===== config.mk =====
export PLATFORM = sky130hd
export DESIGN_NAME = moving_average_drop_detector
export DESIGN_NICKNAME = d
export VERILOG_FILES = /design/src/rtl/madd_pkg.sv /design/src/rtl/madd_ram.sv /design/src/rtl/madd_ctrl.sv /design/src/rtl/madd_dp.sv /design/src/rtl/moving_average_drop_detector.sv
export SDC_FILE = /design/constraint.sdc
export NUM_CORES = 1
export LEC_CHECK = 0
export BUFFER_PORTS_ARGS = -buffer_cell sky130_fd_sc_hd__buf_4
export CAP_MARGIN = 10
export CORE_ASPECT_RATIO = 0.5
export CORE_MARGIN = 3
export CORE_UTILIZATION = 30
export DETAILED_ROUTE_END_ITERATION = 6
export PLACE_DENSITY = 0.48
export SYNTH_ARGS = -nofsm -noshare
export SYNTH_HDL_FRONTEND = slang
export SYNTH_SLANG_ARGS = --single-unit

===== constraint.sdc =====
create_clock -name clk -period 18.5 [get_ports clk]
set_clock_uncertainty 0.1 [all_clocks]
set_input_delay 0.925 -clock clk [delete_from_list [all_inputs] [get_ports clk]]
set_output_delay 0.925 -clock clk [all_outputs]
set_load 0.05 [all_outputs]

===== src/rtl/madd_pkg.sv =====
// Shared types and constants for the moving-average drop detector.
// No dependencies; madd_ctrl, madd_dp and the top level import this package.
`timescale 1ns / 1ps

package madd_pkg;

	localparam int WINDOW     = 50;
	localparam int SAMPLE_W   = 10;
	localparam int SUM_W      = 16;
	localparam int THR_W      = 16;
	localparam int POS_W      = (WINDOW > 1) ? $clog2(WINDOW) : 1;
	localparam int CNT_W      = $clog2(WINDOW + 1);
	localparam int DIV_CNT_W  = $clog2(SUM_W);
	localparam int PROD_W     = SAMPLE_W + THR_W;

	localparam logic [THR_W-1:0] THR_RESET = THR_W'(63570);

	localparam logic CMD_CHECK = 1'b0;
	localparam logic CMD_PRIME = 1'b1;

	typedef struct packed {
		logic                cmd;
		logic [SAMPLE_W-1:0] sample;
	} in_item_t;

	typedef struct packed {
		logic                hit;
		logic [SAMPLE_W-1:0] average;
	} out_item_t;

	// controller -> datapath
	typedef struct packed {
		logic load;
		logic div_step;
		logic mul;
		logic commit;
	} dp_cmd_t;

	// datapath -> controller
	typedef struct packed {
		logic out_free;
	} dp_stat_t;

endpackage


===== src/rtl/madd_ram.sv =====
// Generic simple dual-port RAM, one write and one registered read port.
// No dependencies.
`timescale 1ns / 1ps

module madd_ram #(
	parameter int WIDTH = 8,
	parameter int DEPTH = 16
) (
	input  logic                                       clk,
	input  logic                                       wr_en,
	input  logic [((DEPTH > 1) ? $clog2(DEPTH) : 1)-1:0] wr_addr,
	input  logic [WIDTH-1:0]                           wr_data,
	input  logic                                       rd_en,
	input  logic [((DEPTH > 1) ? $clog2(DEPTH) : 1)-1:0] rd_addr,
	output logic [WIDTH-1:0]                           rd_data
);

	logic [WIDTH-1:0] mem_q [DEPTH];
	logic [WIDTH-1:0] rd_data_q;

	always_ff @(posedge clk) begin
		if (wr_en) begin
			mem_q[wr_addr] <= wr_data;
		end
		if (rd_en) begin
			rd_data_q <= mem_q[rd_addr];
		end
	end

	assign rd_data = rd_data_q;

endmodule


===== src/rtl/madd_ctrl.sv =====
// Controller FSM: accept, serial divide, multiply, compare and commit.
// Depends on madd_pkg.
`timescale 1ns / 1ps

module madd_ctrl import madd_pkg::*; (
	input  logic     clk,
	input  logic     arst_n,
	input  logic     item_valid,
	output logic     item_ready,
	input  dp_stat_t stat,
	output dp_cmd_t  cmd
);

	localparam logic [1:0] S_IDLE = 2'd0;
	localparam logic [1:0] S_DIV  = 2'd1;
	localparam logic [1:0] S_MUL  = 2'd2;
	localparam logic [1:0] S_CMP  = 2'd3;

	logic [1:0]           state_q;
	logic [DIV_CNT_W-1:0] cnt_q;

	assign item_ready   = (state_q == S_IDLE);
	assign cmd.load     = item_valid && item_ready;
	assign cmd.div_step = (state_q == S_DIV);
	assign cmd.mul      = (state_q == S_MUL);
	assign cmd.commit   = (state_q == S_CMP) && stat.out_free;

	always_ff @(posedge clk or negedge arst_n) begin
		if (!arst_n) begin
			state_q <= S_IDLE;
			cnt_q   <= '0;
		end else begin
			case (state_q)
				S_IDLE: begin
					if (cmd.load) begin
						state_q <= S_DIV;
						cnt_q   <= '0;
					end
				end
				S_DIV: begin
					cnt_q <= cnt_q + 1'b1;
					if (cnt_q == DIV_CNT_W'(SUM_W - 1)) begin
						state_q <= S_MUL;
					end
				end
				S_MUL: begin
					state_q <= S_CMP;
				end
				S_CMP: begin
					// wait here until the result register can take the transfer
					if (stat.out_free) begin
						state_q <= S_IDLE;
					end
				end
				default: begin
					state_q <= S_IDLE;
				end
			endcase
		end
	end

endmodule


===== src/rtl/madd_dp.sv =====
// Datapath: ring storage, running sum, fill count, restoring divider,
// threshold multiply and compare, result register. Depends on madd_pkg, madd_ram.
`timescale 1ns / 1ps

module madd_dp import madd_pkg::*; (
	input  logic             clk,
	input  logic             arst_n,
	input  dp_cmd_t          cmd,
	output dp_stat_t         stat,
	input  in_item_t         item,
	output out_item_t        result,
	output logic             result_valid,
	input  logic             result_ready,
	input  logic             cfg_valid,
	input  logic [THR_W-1:0] cfg_data
);

	logic [THR_W-1:0]    thr_q;
	logic [SUM_W-1:0]    sum_q;
	logic [POS_W-1:0]    pos_q;
	logic [CNT_W-1:0]    fill_q;
	logic                cmd_q;
	logic [SAMPLE_W-1:0] sample_q;
	logic [SUM_W-1:0]    quo_q;
	logic [CNT_W-1:0]    rem_q;
	logic [SAMPLE_W-1:0] avg_q;
	logic [PROD_W-1:0]   prod_q;
	logic                out_valid_q;
	out_item_t           out_q;

	logic [CNT_W:0]      trial;
	logic                take;
	logic [SAMPLE_W-1:0] avg_next;
	logic [PROD_W-1:0]   lhs;
	logic                hit;
	logic                push;
	logic [SAMPLE_W-1:0] old_val;
	logic [SAMPLE_W-1:0] rd_data;

	madd_ram #(
		.WIDTH(SAMPLE_W),
		.DEPTH(WINDOW)
	) u_ring (
		.clk    (clk),
		.wr_en  (push),
		.wr_addr(pos_q),
		.wr_data(sample_q),
		.rd_en  (cmd.load),
		.rd_addr(pos_q),
		.rd_data(rd_data)
	);

	// restoring divide step: sum / fill_count, one quotient bit per cycle
	assign trial = {rem_q, quo_q[SUM_W-1]};
	assign take  = (trial >= {1'b0, fill_q});

	assign avg_next = (fill_q == '0) ? '0 : quo_q[SAMPLE_W-1:0];
	assign lhs      = {sample_q, {THR_W{1'b0}}};
	assign hit      = (cmd_q == CMD_CHECK) && (lhs < prod_q);
	assign push     = cmd.commit && !hit;
	// slots not yet filled are read as zero; the RAM itself is not reset
	assign old_val  = (fill_q == CNT_W'(WINDOW)) ? rd_data : '0;

	assign stat.out_free = !out_valid_q || result_ready;
	assign result_valid  = out_valid_q;
	assign result        = out_q;

	always_ff @(posedge clk or negedge arst_n) begin
		if (!arst_n) begin
			thr_q       <= THR_RESET;
			sum_q       <= '0;
			pos_q       <= '0;
			fill_q      <= '0;
			out_valid_q <= 1'b0;
		end else begin
			if (cfg_valid) begin
				thr_q <= cfg_data;
			end
			if (push) begin
				sum_q <= sum_q - SUM_W'(old_val) + SUM_W'(sample_q);
				pos_q <= (pos_q == POS_W'(WINDOW - 1)) ? '0 : pos_q + 1'b1;
				if (fill_q < CNT_W'(WINDOW)) begin
					fill_q <= fill_q + 1'b1;
				end
			end
			if (cmd.commit) begin
				out_valid_q <= 1'b1;
			end else if (result_ready) begin
				out_valid_q <= 1'b0;
			end
		end
	end

	always_ff @(posedge clk) begin
		if (cmd.load) begin
			cmd_q    <= item.cmd;
			sample_q <= item.sample;
			quo_q    <= sum_q;
			rem_q    <= '0;
		end else if (cmd.div_step) begin
			quo_q <= {quo_q[SUM_W-2:0], take};
			rem_q <= take ? CNT_W'(trial - {1'b0, fill_q}) : trial[CNT_W-1:0];
		end
		if (cmd.mul) begin
			avg_q  <= avg_next;
			prod_q <= PROD_W'(avg_next) * PROD_W'(thr_q);
		end
		if (cmd.commit) begin
			out_q.hit     <= hit;
			out_q.average <= avg_q;
		end
	end

endmodule


===== src/rtl/moving_average_drop_detector.sv =====
// Moving-average drop detector, top level. Depends on madd_pkg, madd_ctrl, madd_dp.
// An input transfer starts the serial divider steps, then the multiply and the
// compare/commit, which waits until the output register is free; one item is in
// flight at a time, and the next is taken only when the controller is back in idle.
// A finished result waits in an output register while the next item is taken.
// Reset (async, active low) empties the ring, zeroes the sum and fill count and
// loads the threshold with 63570; the ring memory needs no clearing pass.
`timescale 1ns / 1ps

module moving_average_drop_detector import madd_pkg::*; (
	input  logic             clk,
	input  logic             arst_n,
	input  logic             item_valid,
	output logic             item_ready,
	input  in_item_t         item,
	output logic             result_valid,
	input  logic             result_ready,
	output out_item_t        result,
	input  logic             cfg_valid,
	output logic             cfg_ready,
	input  logic [THR_W-1:0] cfg_data
);

	dp_cmd_t  cmd;
	dp_stat_t stat;

	assign cfg_ready = 1'b1;

	madd_ctrl u_ctrl (
		.clk       (clk),
		.arst_n    (arst_n),
		.item_valid(item_valid),
		.item_ready(item_ready),
		.stat      (stat),
		.cmd       (cmd)
	);

	madd_dp u_dp (
		.clk         (clk),
		.arst_n      (arst_n),
		.cmd         (cmd),
		.stat        (stat),
		.item        (item),
		.result      (result),
		.result_valid(result_valid),
		.result_ready(result_ready),
		.cfg_valid   (cfg_valid),
		.cfg_data    (cfg_data)
	);

endmodule

==> results of run 1 <==
placed cells by master, fill, tap and decap left out, types with 67 or more instances in the layout:
cell type    n
o21ai_0     84
a21oi_1     67
nor2_1      99
a22oi_1    140
edfxtp_1   584
and2_1      87
buf_4      111
nand2_1    165
fa_1       121
ha_1       102
clkbuf_16   68
inv_1      204
layer usage:
metal,GRT usage,wire [um],vias up
met1,0.219,38900,9633
met2,0.249,38300,483
met4,0.0361,1500,0
li1,-,-,8471
met5,0,0,-
met3,0.0209,4050,97
logic make-up (layout without fill, tap and decap cells):
kind of cell,after synthesis,count (layout)
flip-flops,641,641
AND/OR/NAND/NOR,493,493
AO/OA/AOI/OAI,472,472
buffers and inverters,325,439
adder cells (fa/ha/maj),224,224
multiplexers,78,78
XOR/XNOR,41,41
other,1,1
cells in the mapped netlist (10+ instances only):
master,count,area share
a21o_1,11,0.0027
a21oi_1,67,0.011
a221oi_1,35,0.0099
a22o_1,20,0.0057
a22oi_1,140,0.034
a31oi_1,28,0.0057
and2_1,90,0.018
buf_1,15,0.0018
buf_2,20,0.0032
clkbuf_1,80,0.0097
dfrtp_1,43,0.035
edfxtp_1,584,0.57
fa_1,121,0.079
ha_1,103,0.042
inv_1,204,0.025
mux2_2,37,0.014
mux2i_1,37,0.012
nand2_1,165,0.020
nand2b_1,10,0.0020
nand3_1,32,0.0052
nand4_1,15,0.0030
nor2_1,102,0.012
nor2b_1,23,0.0047
nor3_1,15,0.0024
o21ai_0,84,0.014
xnor2_1,24,0.0068
xor2_1,17,0.0048
stage by stage:
step                instance area (um^2)  std cells  hold WS [ps]  worst slack, ps
global route                       35100       3733           316            10900
CTS                                35000       3732           280            11380
detailed placement                 32900       3610           305            11440
global placement                   32900       3609           303            11150
floorplan                          30800       2275           300            12090
finish                             35100       3733           276            11400
critical path: cells and delay by family (launching register included):
| family | cells | cell delay, ps |
|---|---|---|
| adder cells (fa/ha/maj) | 7 | 2760 |
| buffers and inverters | 5 | 570 |
| AO/OA/AOI/OAI | 5 | 1820 |
| AND/OR/NAND/NOR | 4 | 1000 |
| XOR/XNOR | 1 | 60 |
| flip-flops | 1 | 490 |
worst paths after layout:
check	end	slack, ps	cells after the start
worst max register to register	u_dp.prod_q[24]	11400	22
worst min-delay path	u_dp.thr_q[7]	280	1
worst min register to register	u_dp.result[7]	320	0
max in group asynchronous	u_dp.pos_q[0]	17450	1
worst max-delay path	u_dp.prod_q[24]	11400	22
min in group clk	u_dp.result[7]	320	0
state kept, by name, summed over array words and instances, names as in the netlist:
| signal | count |
|---|---|
| u_ctrl.state_q | 2 |
| u_dp.pos_q | 6 |
| u_dp.u_ring.rd_data | 10 |
| u_dp.avg_q | 10 |
| u_dp.result | 11 |
| u_dp.prod_q | 26 |
| u_dp.sample_q | 10 |
| u_dp.cmd_q | 1 |
| u_ctrl.cnt_q | 4 |
| u_dp.fill_q | 6 |
| u_dp.sum_q | 16 |
| u_dp.u_ring.mem_q | 500 |
| u_dp.result_valid | 1 |
| u_dp.thr_q | 16 |
| u_dp.rem_q | 6 |
| u_dp.quo_q | 16 |
final cells by class:
type,count,area [um^2]
flip-flops and latches,641,18900
well taps,1344,1680
fillers,9764,66000
clock inverters,34,344
repair buffers,112,845
multi-input cells,1309,10700
inverters,205,769
clock buffers,88,1800
==> impl_metrics.toml, run 1 <==
[grt]
grt_pass1_vias = 19000
grt_pass1_wl_mm = 124
antenna_found_initial = 0
grt-ovfl-total = 0
grt_max_degree = 53
grt_usage = 0.154

[clocking]
postCtsSetupRepairBufs = 0
clkLatencyLatePin_ps = 620
path_clk_slew_ps = 60
cts-resized-gates = 0
htree_levels = 3
clockRootBuffer = "clkbuf_16"
cts_buffer_depth = 3
clock_sinks = 641
cts_made_buffers = 67
cts_tree = "yes"
hold_buffers = 0

[worst_setup_path]
crit_arrival_ps = 7360
required_ps = 18760
startpoint_type = "register"
critPathCaptureType = "register"
path_max_fanout = 12
critPathLaunch = "u_dp.fill_q[1]"
critical-path-max-stage-delay_ps = 540
rr_startpoint = "u_dp.fill_q[1]"
criticalPathCategory = "reg2reg"
cpMaxStageDelayCell = "o311ai_0"
path_cells = "inv_1 > ha_1 > and4_1 > nor2b_1 > buf_4 > nand2_1 > fa_1 > inv_1 > fa_1 > ha_1 > fa_1 > inv_1 > fa_1 > inv_1 > ha_1 > nand2_1 > o31ai_1 > o311ai_0 > o221a_2 > o311ai_0 > o31a_1 > xor2_1"

[sta]
slew_viol_final = 0
fin_crit_sh = 0.384
min_period_ps = 7100
rsz0062_at_grt = "no"
setup_viol = 0
fmax_ghz = 0.141
tns_ps = 0
worstMarginPinSlew_ps = 1250
finalHoldViolations = 0
maxSlewHeadroom = 0.163

[synthesis]
synth_area_mm2 = 0.0308
syn_avg_cell_area_um2 = 13.6
synthCells = 2275
syn-num-nets = 2531
synth-warning-count = 0
synth_top_family_by_area = "adder cells"
yosysSeqAreaShare = 0.614
yosys-mux-area-fraction = 0.0284
synth_edf_count = 584
synthFlopType = "edfxtp_1"
synth_cell_types = 75
async_flop_share = 0.0796
ys_seq_elements = 641
yosys.area_share.simple = 0.0777
synth_xor_area_frac = 0.0116
synth_adder_area_share = 0.120
synth_compound_area_frac = 0.106

[detailed_routing]
vias = 18700
dr.pass1.iters = 5
drc = 0
ant_nets = 0
first_iter_violations = 1424
wire_per_inst_um = 22.2
vias_per_cell = 5.01
totalWireLength_mm = 82.8

[placement]
dp_hpwl_mm = 51.6
gp_congestion = 0.803
io_buffers = 44

[finish]
drive_above_1_share = 0.117
antenna_cells = 0
nets = 2592
final_core_util = 0.347
syn_to_final_growth_pct = 13.7

[run_status]
status = "complete, no violations"

[floorplanning]
initial_utilization = 0.305
die_h_um = 233
die_area_mm2 = 0.107
core_area_mm2 = 0.101
rows = 82
io_pins = 46
die_w_um = 459

[job]
cap_violations = 0

[min_path]
hp-class = "in2async"
Power of run 1 is left out: the tool's default activity adds up to more than one toggle a clock period on the data nets, which glitch-free logic cannot reach.
==> run 2: changes to the inputs <==
--- a/config.mk
+++ b/config.mk
@@ -5,13 +5,14 @@
 export SDC_FILE = /design/constraint.sdc
 export NUM_CORES = 1
 export LEC_CHECK = 0
+export ABC_AREA = 1
 export BUFFER_PORTS_ARGS = -buffer_cell sky130_fd_sc_hd__buf_4
 export CAP_MARGIN = 10
 export CORE_ASPECT_RATIO = 0.5
 export CORE_MARGIN = 3
 export CORE_UTILIZATION = 30
 export DETAILED_ROUTE_END_ITERATION = 6
-export PLACE_DENSITY = 0.48
+export PLACE_DENSITY = 0.49
 export SYNTH_ARGS = -nofsm -noshare
 export SYNTH_HDL_FRONTEND = slang
 export SYNTH_SLANG_ARGS = --single-unit
==> constraint.sdc (replaced) <==
create_clock -name clk -period 6.1 [get_ports clk]
set_clock_uncertainty 0.1 [all_clocks]
set_input_delay 0.305 -clock clk [delete_from_list [all_inputs] [get_ports clk]]
set_output_delay 0.305 -clock clk [all_outputs]
set_load 0.05 [all_outputs]
==> impl_metrics.toml, run 2 <==
[sta]
worstMarginPinSlew_ps = 1130
min_period_ps = 5790
tns_ps = 0
whs_ps = 194
slew_viol_final = 0
rsz0062_at_grt = "no"
setup_viol = 0
fin_crit_sh = 0.949
finalHoldViolations = 0
fmax_ghz = 0.173
maxSlewHeadroom = 0.246

[worst_setup_path]
startpoint_type = "register"
critPathCaptureType = "register"
required_ps = 6390
criticalPathCategory = "reg2reg"
rr_startpoint = "u_dp.fill_q[2]"
path_max_fanout = 10
rr_endpoint = "u_dp.prod_q[18]"
ff2ff_setup_slack_ps = 310
reg2reg_depth = 22
crit_arrival_ps = 6080

[floorplanning]
io_pins = 46
initial_utilization = 0.305
die_h_um = 241
rows = 85
core_area_mm2 = 0.109
die_w_um = 476
die_area_mm2 = 0.115

[synthesis]
ys_seq_elements = 641
syn-num-nets = 3534
synth_top_area_cell = "edfxtp_1"
synth_cell_types = 45
synthFlopType = "edfxtp_1"
synthCells = 3278
synth.area.top_cells = "edfxtp_1, nand2_1, fa_1"
synth_edf_count = 584
synth_area_mm2 = 0.0332
yosysMostFrequentCell = "nand2_1"
syn_avg_cell_area_um2 = 10.1
synth-warning-count = 0
async_flop_share = 0.0796
netlist.area_leader.share = 0.529
synth_commonest_cells = "nand2_1, edfxtp_1, inv_1, nor2_1, a21oi_1"
yosysSeqAreaShare = 0.571

[grt]
grt_pass1_wl_mm = 136
grt_max_degree = 154
grt_pass1_vias = 22400
antenna_found_initial = 1
grt-ovfl-total = 0
grt_usage = 0.154

[finish]
nets = 3631
reg_top3 = "u_dp.u_ring.mem_q: 500 flops, u_dp.prod_q: 26 flops"
regMostFlops = "u_dp.u_ring.mem_q"
syn_to_final_growth_pct = 14.3
fill_cells = 10900
largest_register_ffs = 500
final_common_cell = "nand2_1"
antenna_cells = 0
final_core_util = 0.349
drive_above_1_share = 0.0805
layout.cells.non_filler = 4907
layout_common_cells = "nand2_1, edfxtp_1, inv_1"
layout.area.seq_mm2 = 0.0190
multi_input_area_mm2 = 0.0123

[detailed_routing]
ant_nets = 0
first_iter_violations = 1677
drc = 0
wire_per_inst_um = 18.2
totalWireLength_mm = 89.1
vias = 22700
dr.pass1.iters = 5
vias_per_cell = 4.62

[clocking]
clockRootBuffer = "clkbuf_16"
path_clk_slew_ps = 60
htree_levels = 3
clock_sinks = 641
clkLatencyLatePin_ps = 640
cts_made_buffers = 68
cts_tree = "yes"
cts_buffer_depth = 3

[placement]
gp_congestion = 0.851
dp.cells = 4720
io_buffers = 44
dp_hpwl_mm = 57.0

[min_path]
hp-class = "in2async"

[run_status]
status = "complete, no violations"

[job]
cap_violations = 0
-- run 2: cell types whose count changed in the layout (fill, tap and decap cells not counted), sizes merged, moves of 35 or more --
cell         delta
nand3          +62
dlygate4sd3    +62
a221oi         -35
nor3           +42
inv           +130
nor2          +124
mux2i          -37
o21ai          +71
a22oi         -140
mux2           -37
a21oi         +143
nand2         +969
and2           -88
-- run 2: kinds of logic after synthesis --
kind of cell / Yosys count / synth area share
AND/OR/NAND/NOR: 1544 / 0.192
flip-flops: 641 / 0.571
buffers and inverters: 459 / 0.0589
AO/OA/AOI/OAI: 379 / 0.0580
adder cells (fa/ha/maj): 224 / 0.112
XOR/XNOR: 30 / 0.00792
other: 1 / 0.000113
-- run 2: critical path, stage by stage (launching register included) --
cell	delay [ps]
dfrtp_1	430
nor2_1	290
nand4_4	280
nand2_1	240
clkinvlp_4	240
nand2_1	130
fa_1	410
inv_1	90
fa_1	460
fa_1	540
fa_1	510
inv_1	50
fa_1	480
inv_1	40
ha_1	330
a21oi_1	180
o21ai_0	160
a21oi_1	250
inv_1	100
nand2_1	90
nand2_1	50
nand2_1	50
nand2_1	50
-- run 2: timing repair --
item | 4_1_cts | 5_1_grt
endpoints found under the setup margin | 0 | 14
setup buffers | 0 | 2
endpoints found under the hold margin | 73 | 0
resized for setup | 0 | 7
hold buffers | 62 | 0
-- run 2: cell type report --
class	count	share of cell area
repair buffers	149	0.0346
clock buffers	87	0.0479
clock inverters	36	0.0108
multi-input cells	2178	0.324
flip-flops and latches	641	0.500
inverters	337	0.0338
well taps	1479	0.0488
-- run 2: worst max-delay path by stage --
stage / from / end / cells after the start
finish: u_dp.fill_q[2] / u_dp.prod_q[18] / 22
global route: u_dp.fill_q[0] / u_dp.prod_q[14] / 23
CTS: u_dp.fill_q[0] / u_dp.prod_q[24] / 21
detailed placement: u_dp.fill_q[0] / u_dp.prod_q[24] / 21
global placement: u_dp.fill_q[0] / u_dp.prod_q[24] / 21
floorplan: u_dp.fill_q[1] / u_dp.prod_q[16] / 22
-- run 2: per-stage QoR --
| stage | setup slack (ps) | area (um^2) |
|---|---|---|
| after floorplan | 823 | 33200 |
| after global placement | 222 | 35000 |
| after detailed placement | 144 | 35000 |
| after CTS | 115 | 37900 |
| after global routing | 14.1 | 37900 |
| final | 312 | 37900 |
-- run 2: layer usage --
metal | vias up | routed length (um) | global-route usage
met3 | 131 | 4170 | 0.0297
met2 | 446 | 42900 | 0.261
li1 | 10900 | - | -
met1 | 11200 | 40100 | 0.205
met5 | - | 12 | 0
met4 | 2 | 1990 | 0.0382
Power of run 2 is left out for the same reason.
